File: src/rtl/mhs_pkg.sv
package mhs_pkg;

	localparam int unsigned VALUE_W      = 31;
	localparam int unsigned NUM_BUCKETS  = 13;
	localparam int unsigned BUCKET_DEPTH = 8;

	localparam int unsigned BUCKET_W = $clog2(NUM_BUCKETS);
	localparam int unsigned SLOT_W   = (BUCKET_DEPTH > 1) ? $clog2(BUCKET_DEPTH) : 1;
	localparam int unsigned FILL_W   = $clog2(BUCKET_DEPTH + 1);

	// bucket = value - N * floor(value * RECIP / 2^SHIFT), exact for every value
	localparam int unsigned SHIFT    = VALUE_W + $clog2(NUM_BUCKETS);
	localparam int unsigned RECIP_W  = 32;
	localparam logic [63:0] RECIP_FULL =
		((64'd1 << SHIFT) + 64'(NUM_BUCKETS) - 64'd1) / 64'(NUM_BUCKETS);
	localparam logic [RECIP_W-1:0] RECIP = RECIP_FULL[RECIP_W-1:0];
	localparam int unsigned PROD_W   = VALUE_W + RECIP_W;
	localparam int unsigned QUOT_W   = PROD_W - SHIFT;

	localparam logic KIND_INSERT = 1'b0;
	localparam logic KIND_SEARCH = 1'b1;

	typedef struct packed {
		logic capture;
		logic reduce;
		logic read;
		logic commit;
	} ctl_cmd_t;

endpackage

File: src/rtl/mhs_ctrl.sv
module mhs_ctrl (
	input  logic               clk,
	input  logic               arst_n,
	input  logic               in_valid,
	output logic               in_stall,
	input  logic               out_stall,
	output logic               out_valid,
	output mhs_pkg::ctl_cmd_t  cmd
);

	localparam logic [1:0] ST_IDLE = 2'd0;
	localparam logic [1:0] ST_MOD  = 2'd1;
	localparam logic [1:0] ST_READ = 2'd2;
	localparam logic [1:0] ST_DONE = 2'd3;

	logic [1:0] state_q;
	logic [1:0] state_d;
	logic       out_valid_q;
	logic       out_free;

	assign in_stall  = (state_q != ST_IDLE);
	assign out_valid = out_valid_q;
	assign out_free  = !out_valid_q || !out_stall;

	assign cmd.capture = in_valid && !in_stall;
	assign cmd.reduce  = (state_q == ST_MOD);
	assign cmd.read    = (state_q == ST_READ);
	assign cmd.commit  = (state_q == ST_DONE) && out_free;

	always_comb begin
		state_d = state_q;
		unique case (state_q)
			ST_IDLE: begin
				if (in_valid) state_d = ST_MOD;
			end
			ST_MOD:  state_d = ST_READ;
			ST_READ: state_d = ST_DONE;
			ST_DONE: begin
				// hold until the previous result has been transferred
				if (out_free) state_d = ST_IDLE;
			end
			default: state_d = ST_IDLE;
		endcase
	end

	always_ff @(posedge clk or negedge arst_n) begin
		if (!arst_n) begin
			state_q     <= ST_IDLE;
			out_valid_q <= 1'b0;
		end else begin
			state_q <= state_d;
			if (cmd.commit) out_valid_q <= 1'b1;
			else if (!out_stall) out_valid_q <= 1'b0;
		end
	end

endmodule

File: src/rtl/mhs_dp.sv
module mhs_dp (
	input  logic                          clk,
	input  logic                          arst_n,
	input  mhs_pkg::ctl_cmd_t             cmd,
	input  logic                          kind,
	input  logic [mhs_pkg::VALUE_W-1:0]   value,
	output logic                          found,
	output logic                          status
);

	logic                                kind_q;
	logic [mhs_pkg::VALUE_W-1:0]         value_q;
	logic [mhs_pkg::PROD_W-1:0]          prod_s1;
	logic [mhs_pkg::QUOT_W-1:0]          quot;
	logic [mhs_pkg::VALUE_W-1:0]         rem;
	logic [mhs_pkg::BUCKET_W-1:0]        bucket_q;
	logic [mhs_pkg::FILL_W-1:0]          fill_q [mhs_pkg::NUM_BUCKETS];
	logic [mhs_pkg::FILL_W-1:0]          cur_fill_q;
	logic [mhs_pkg::BUCKET_DEPTH-1:0][mhs_pkg::VALUE_W-1:0] mem [mhs_pkg::NUM_BUCKETS];
	logic [mhs_pkg::BUCKET_DEPTH-1:0][mhs_pkg::VALUE_W-1:0] row_q;
	logic                                full;
	logic                                hit;
	logic                                do_write;
	logic                                found_q;
	logic                                status_q;

	assign found  = found_q;
	assign status = status_q;

	always_ff @(posedge clk) begin
		if (cmd.capture) begin
			kind_q  <= kind;
			value_q <= value;
			prod_s1 <= mhs_pkg::PROD_W'(value) * mhs_pkg::PROD_W'(mhs_pkg::RECIP);
		end
	end

	assign quot = prod_s1[mhs_pkg::PROD_W-1:mhs_pkg::SHIFT];
	assign rem  = value_q - mhs_pkg::VALUE_W'(mhs_pkg::VALUE_W'(quot) *
		mhs_pkg::VALUE_W'(mhs_pkg::NUM_BUCKETS));

	always_ff @(posedge clk) begin
		if (cmd.reduce) bucket_q <= rem[mhs_pkg::BUCKET_W-1:0];
	end

	assign full = (cur_fill_q == mhs_pkg::FILL_W'(mhs_pkg::BUCKET_DEPTH));
	assign do_write = cmd.commit && (kind_q == mhs_pkg::KIND_INSERT) && !full;

	always_comb begin
		hit = 1'b0;
		for (int i = 0; i < int'(mhs_pkg::BUCKET_DEPTH); i++) begin
			if ((mhs_pkg::FILL_W'(i) < cur_fill_q) && (row_q[i] == value_q)) hit = 1'b1;
		end
	end

	// bucket row store: at most one entry written and one row read per cycle
	always_ff @(posedge clk) begin
		if (do_write) mem[bucket_q][cur_fill_q[mhs_pkg::SLOT_W-1:0]] <= value_q;
		if (cmd.read) row_q <= mem[bucket_q];
	end

	always_ff @(posedge clk or negedge arst_n) begin
		if (!arst_n) begin
			for (int b = 0; b < int'(mhs_pkg::NUM_BUCKETS); b++) fill_q[b] <= '0;
		end else begin
			if (do_write) fill_q[bucket_q] <= cur_fill_q + mhs_pkg::FILL_W'(1);
		end
	end

	always_ff @(posedge clk) begin
		if (cmd.read) cur_fill_q <= fill_q[bucket_q];
		if (cmd.commit) begin
			if (kind_q == mhs_pkg::KIND_SEARCH) begin
				found_q  <= hit;
				status_q <= 1'b0;
			end else begin
				found_q  <= 1'b0;
				status_q <= full;
			end
		end
	end

endmodule

File: src/rtl/modulo_hash_set_insert_search_top.sv
// An accepted item passes the controller states MOD, READ and DONE; out_valid is set
// from the DONE commit, which waits until the previous result has been transferred.
// Items are handled one at a time (reciprocal multiply, bucket reduce,
// row read, compare and write back); a stalled output holds the last step.
// Reset: arst_n clears the controller, the output valid and all bucket fill
// counts at once; stored entries are not cleared and need no sweep.
module modulo_hash_set_insert_search_top (
	input  logic                         clk,
	input  logic                         arst_n,
	input  logic                         in_valid,
	output logic                         in_stall,
	input  logic                         kind,
	input  logic [mhs_pkg::VALUE_W-1:0]  value,
	output logic                         out_valid,
	input  logic                         out_stall,
	output logic                         found,
	output logic                         status
);

	mhs_pkg::ctl_cmd_t cmd;

	mhs_ctrl u_ctrl (
		.clk       (clk),
		.arst_n    (arst_n),
		.in_valid  (in_valid),
		.in_stall  (in_stall),
		.out_stall (out_stall),
		.out_valid (out_valid),
		.cmd       (cmd)
	);

	mhs_dp u_dp (
		.clk    (clk),
		.arst_n (arst_n),
		.cmd    (cmd),
		.kind   (kind),
		.value  (value),
		.found  (found),
		.status (status)
	);

endmodule

File: config.mk
export PLATFORM = sky130hd
export DESIGN_NAME = modulo_hash_set_insert_search_top
export DESIGN_NICKNAME = d
export VERILOG_FILES = /design/src/rtl/mhs_pkg.sv /design/src/rtl/mhs_ctrl.sv /design/src/rtl/mhs_dp.sv /design/src/rtl/modulo_hash_set_insert_search_top.sv
export SDC_FILE = /design/constraint.sdc
export NUM_CORES = 2
export LEC_CHECK = 0
export BUFFER_PORTS_ARGS = -buffer_cell sky130_fd_sc_hd__buf_2
export CAP_MARGIN = 25
export CORE_ASPECT_RATIO = 1.4
export CORE_UTILIZATION = 40
export DETAILED_ROUTE_END_ITERATION = 8
export HOLD_SLACK_MARGIN = 0.15
export RECOVER_POWER = 25
export SLEW_MARGIN = 25
export SYNTH_ARGS = -nofsm -noshare
export SYNTH_HDL_FRONTEND = slang
export SYNTH_HIERARCHICAL = 1
export SYNTH_SLANG_ARGS = --single-unit
File: constraint.sdc
create_clock -name clk -period 8.4 [get_ports clk]
set_input_delay 0.42 -clock clk [delete_from_list [all_inputs] [get_ports clk]]
set_output_delay 0.42 -clock clk [all_outputs]
set_load 0.01 [all_outputs]
==> Word-level counts from Yosys, hierarchy flattened <==
Memories as Yosys holds them, arrays and structs flattened. A register that Yosys moved wholly into a read port is not among the register bits.
Cells that the tools add are included.
{ "totals": {"register_bits": 159, "ramBits": 3224, "inputBits": 36, "output_inout_bits": 4, "elab_cells": 101, "memories": 1} }
{ "mem_list": {"columns": ["name", "depth", "word_bits", "read_ports", "rd_clocked_by_memory_dff", "wr", "line", "source"], "rows": [
  ["u_dp.mem", 13, 248, 1, 1, 1, "mhs_dp.sv:19", "logic [mhs_pkg::BUCKET_DEPTH-1:0][mhs_pkg::VALUE_W-1:0] mem [mhs_pkg::NUM_BUCKETS];"]
]} }
{ "classes": {"n_addsub": 2, "multipliers": 2, "order_cmp": 12, "eq_ne": 15, "muxes": 23, "bitwise": 2, "n_reduce_logical": 22} }
{ "op_table": {"columns": ["cell", "n"], "rows": [
  ["== test 31 bit", 8],
  ["2-to-1 mux 248 bit", 1],
  ["demux 31 bit (select 3 bit)", 1],
  ["multiplier 31 x 31 -> 62 bit, second input constant", 1],
  ["bitwise mux 52 bit", 1],
  ["2-to-1 mux 31 bit", 1],
  ["multiplier 28 x 4 -> 4 bit, second input constant", 1],
  ["binary-select mux 4 bit (select 4 bit)", 1],
  ["demux 4 bit (select 4 bit)", 1],
  ["less-than comparator 3 x 4 -> 1 bit, first input constant", 4],
  ["logical AND 1 bit", 14],
  ["2-to-1 mux 4 bit", 3],
  ["2-to-1 mux 1 bit", 11],
  ["less-than comparator 1 x 4 -> 1 bit, first input constant", 2],
  ["less-than comparator 2 x 4 -> 1 bit, first input constant", 2],
  ["case mux 2 bit (4 select lines)", 1],
  [">= comparator 5 bit, second input constant", 1],
  ["less-than comparator 5 x 1 -> 1 bit, second input constant", 1],
  ["NOT 4 -> 5 bit", 1],
  ["adder 4 x 1 -> 4 bit, second input constant", 1],
  ["== test 2 bit, second input constant", 2],
  ["== test 4 bit, second input constant", 1],
  ["logical NOT 1 bit", 4],
  ["less-than comparator 3 x 4 -> 1 bit, second input constant", 1],
  ["other kinds (11)", 13]
]} }

==> Logic depth before layout (Yosys ltp) <==
{ "logic_depth": {"ltp_word": 10, "ltp_mapped": 23, "ltp_nobuf": 23} }

==> Hierarchy <==
The synthesis kept the hierarchy.
{ "modules_own_cells": {"columns": ["module", "n_inst", "cells_each", "area_each_um2"], "rows": [
  ["mhs_dp", 1, 6384, 144578.7],
  ["mhs_ctrl", 1, 19, 225.2]
]} }

==> Worst setup path before layout <==
Ideal clock, no wire load.
{ "synth_timing": {"kind": "register -> register", "from": "reg u_ctrl.state_q[0]", "to": "reg u_dp/cur_fill_q[0] (netlist bit) (enable)", "setup_ps": 647, "t_arrival_ps": 6337, "slack_ps": 1416, "stages_incl_launch_ff": 3, "period_less_slack_ps": 6984, "path_cell_list": "dfrtp_1 -> inv_1 -> ha_1"} }
{ "synth_rtl": {"columns": ["element", "line", "source"], "rows": [
  ["start, declared", "mhs_ctrl.sv:16", "logic [1:0] state_q;"],
  ["start signal, assigned", "mhs_ctrl.sv:51", "state_q <= state_d;"],
  ["end signal, assigned", "mhs_dp.sv:71", "if (cmd.read) cur_fill_q <= fill_q[bucket_q];"],
  ["end, declared", "mhs_dp.sv:18", "logic [mhs_pkg::FILL_W-1:0] cur_fill_q;"]
]} }

==> Worst setup path after layout <==
{ "layout_timing": {"from": "reg u_dp/value_q[5] (netlist bit)", "to": "reg u_dp.found_q (netlist: u_dp/found), data pin"} }
{ "layout_via": {"elab_chain_cells": 10, "elab_cells_between_ends": 24, "classes_between": "eq/ne (8); mux (8); reduce/logical (8)"} }
{ "layout_lines": {"columns": ["element", "line", "source"], "rows": [
  ["start, declared", "mhs_dp.sv:12", "logic [mhs_pkg::VALUE_W-1:0] value_q;"],
  ["start signal, assigned", "mhs_dp.sv:33", "value_q <= value;"],
  ["== test 31 bit", "mhs_dp.sv:52", "if ((mhs_pkg::FILL_W'(i) < cur_fill_q) && (row_q[i] == value_q)) hit = 1'b1;"],
  ["logical AND 1 bit", "mhs_dp.sv:52", null],
  ["2-to-1 mux 1 bit (7 in series)", "mhs_dp.sv:52", null],
  ["2-to-1 mux 1 bit *", "mhs_dp.sv:52", null],
  ["end signal, assigned", "mhs_dp.sv:74", "found_q <= hit;"],
  ["end, declared", "mhs_dp.sv:24", "logic found_q;"]
]} }
Every way passes the cells marked *; elsewhere a longest branch is shown, timed or not.
A chain may end at the register's enable or synchronous reset.

==> results.sh <==
export IMPL_tightest_slew_ns=5.59
export IMPL_ys_ff_latch=3573
export IMPL_fin_crit_ns=7.64
export IMPL_violations="max-capacitance violations, max-slew violations"
export IMPL_synth_flop_cell="edfxtp_1"
export IMPL_slowest_delay_ns=3.76
export IMPL_worst_path_most_repeated_cell="clkbuf_1"
export IMPL_ios=40
export IMPL_gp_congestion=0.814
export IMPL_area_growth_pct=13.1
export IMPL_fin_crit_sh=0.909
export IMPL_layout_commonest_cell="edfxtp_1"
export IMPL_num_rows=261
export IMPL_reg2regPathDepth=9
export IMPL_place_area_um2=153000
export IMPL_synth_enable_flop_cells=3518
export IMPL_synthAdderAreaFrac=0.0537
export IMPL_die_h_um=714
export IMPL_worst_hold_path_type="primary input to flop"
export IMPL_vias=66500
export IMPL_worstPathRequired_ns=9.15
export IMPL_hpwl_um=197000
export IMPL_first_global_vias=71400
export IMPL_synth_nets=6914
export IMPL_synth_compound_area_share=0.00399
export IMPL_r2r_start="u_dp/value_q[5]"
export IMPL_pre_cts_ws_ns=1.06
export IMPL_synthMuxAreaShare=0.158
export IMPL_grt_max_degree=150
export IMPL_yosysWarnings=6
export IMPL_path_buf_inv=2
export IMPL_crit_fanout=95
export IMPL_maxSlewViolCount=1658
export IMPL_drtIter0Drc=6878
export IMPL_syn_area_um2=145000
export IMPL_cts_max_level=5
export IMPL_rsz0062_at_grt="false"
export IMPL_dieArea_um2=364000
export IMPL_reg2reg_to="u_dp/found"
export IMPL_synth_top_family_by_area="multiplexers"
export IMPL_grt_overflow_total=0
export IMPL_critical_path_top_delay_family="buffers and inverters"
export IMPL_min_path_cells=2
export IMPL_ys_async_sr_fraction=0.0154
export IMPL_wl_per_cell_um=30.6
export IMPL_core_area_um2=361000
export IMPL_track_usage=0.199
export IMPL_maxSlewHeadroom=-2.73
export IMPL_cts_num_sinks=3573
export IMPL_yosysSeqAreaShare=0.739
export IMPL_fillers=30000
export IMPL_crit_arrival_ns=8.39
export IMPL_drt_total_wl_um=361000
export IMPL_crit_chain="clkbuf_1, clkbuf_1, xor2_1, nor4_1, nand4_1, nor2_1, a21oi_1, o21ai_0, o21a_1"
export IMPL_fin_setup_tns_ns=0
export IMPL_chipWidth_um=511
export IMPL_dr_pass1_iters=5
export IMPL_multi_input_comb_area_um2=35900
export IMPL_drive_gt1_frac=0.260
export IMPL_synth_xor_area_frac=0.0172
export IMPL_setup_viol=0
export IMPL_fmax_mhz=131
export IMPL_postSynthCellCount=6403
export IMPL_p_per_area_nw_per_um2=350
export IMPL_dp_cells=11100
export IMPL_cts_tree="built"
export IMPL_grt_pass1_wl_um=518000
export IMPL_cts_root_buffer="clkbuf_16"
export IMPL_ys_types=55
export IMPL_critical_path_class="flop to flop"
export IMPL_nNetsFinal=7299
export IMPL_final_seq_area_um2=107000
export IMPL_via_per_inst=5.64
export IMPL_drc=0
export IMPL_skew_ns=0.0423
export IMPL_fin_cells=11800
export IMPL_mostFrequentLayoutCells="edfxtp_1 (3518), mux4_2 (1004), clkbuf_16 (349), inv_1 (344), fa_1 (245)"
export IMPL_min_delay_start="kind"
export IMPL_synthSimpleGateAreaFrac=0.0109
export IMPL_rrSetupSlack_ns=0.76
export IMPL_fin_ws_ns=0.762
export IMPL_cts_buffers_inserted=340
export IMPL_whs_ns=0.255
export IMPL_design_area_um2=164000
export IMPL_syn_area_per_cell_um2=22.6
export IMPL_start_util=0.402
export IMPL_min_to="u_dp/kind_q"
export IMPL_post_route_util=0.454
export IMPL_antenna_found_initial=16
export IMPL_status="finished, violations left"
export IMPL_endpoint_kind="flop"
export IMPL_ant_nets=0
export IMPL_clk_latency_ns=0.90
export IMPL_drv_cap=41
export IMPL_power_mw=57.3
export IMPL_port_buffers=39
export IMPL_slowest_stage="clkbuf_1"
export IMPL_path_clk_slew_ns=0.07
export IMPL_critPathLaunchType="flop"
export IMPL_cts_max_path_buffers=4
export IMPL_hold_viol=0
export IMPL_power_leakage_nw=52.6
export IMPL_ir_drop_mv=0.965
## routing by layer
metal,vias up,global-route usage,part of all wire
li1,26900,-,-
met3,448,0.0243,0.058
met2,2181,0.347,0.52
met4,4,0.0486,0.023
met1,36900,0.265,0.40
met5,-,0,0.000075
## logic make-up after synthesis
family | count (synthesis)
simple gates | 311
mux | 1024
flops | 3573
fa+ha+maj | 475
xor+xnor | 284
compound gates | 94
buf+inv | 642
## worst reg2reg max path, stage by stage, from the launching register on
cell      delay [ns]
edfxtp_1        0.34
clkbuf_1        3.76
clkbuf_1        1.45
xor2_1          0.22
nor4_1          0.32
nand4_1         0.12
nor2_1          0.57
a21oi_1         0.34
o21ai_0         0.17
o21a_1          0.19
## worst max-delay path by stage
stage / to / cells after the start / startpoint
4_1_cts: u_dp/prod_s1[38] / 22 / value[3]
3_5_place_dp: u_dp/prod_s1[38] / 21 / value[3]
5_1_grt: u_dp/found / 9 / u_dp/value_q[5]
3_3_place_gp: u_dp/prod_s1[38] / 21 / value[3]
6_report: u_dp/found / 9 / u_dp/value_q[5]
2_1_floorplan: u_dp/cur_fill_q[0] / 2 / u_ctrl/state_q[0]
## cells in the mapped netlist (56+ instances only)
library cell	count	share of area
buf_2	93	0.0032
clkbuf_1	177	0.0046
edfxtp_1	3518	0.73
fa_1	245	0.034
ha_1	230	0.020
inv_1	344	0.0089
mux4_2	1004	0.16
nand2_1	58	0.0015
nor2_1	66	0.0017
nor3_1	56	0.0019
xnor2_1	139	0.0084
xor2_1	145	0.0088
## registers in the layout, indices dropped and copies added, names as in the netlist
name / flops
u_dp/value_q: 31
u_dp/mem: 3224
u_dp/prod_s1: 4
u_ctrl/state_q: 2
u_dp/kind_q: 1
u_ctrl/out_valid: 1
u_dp/found: 1
u_dp/cur_fill_q: 4
u_dp/bucket_q: 4
u_dp/fill_q: 52
u_dp/status: 1
u_dp/row_q: 248
## power by group
group	internal, mW	total [mW]	switching (mW)
Sequential	21.7	22.2	0.524
Clock	8.85	15.4	6.59
Combinational	8.85	19.7	10.9
## area by class of cell
cell class	count	area share
Antenna cell	1	0.0000153
Clock buffer	415	0.0549
Clock inverter	189	0.0122
Inverter	345	0.00791
Multi-Input combinational cell	2188	0.219
Sequential cell	3573	0.653
Tap cell	4734	0.0362
Timing Repair Buffer	340	0.0159
## what timing repair did
item | CTS | global route
resized for setup | 0 | 0
setup buffers | 0 | 0
hold buffers | 35 | 0
hold endpoints to repair | 92 | 0
No activity file was read; power rests on OpenSTA's default activity.
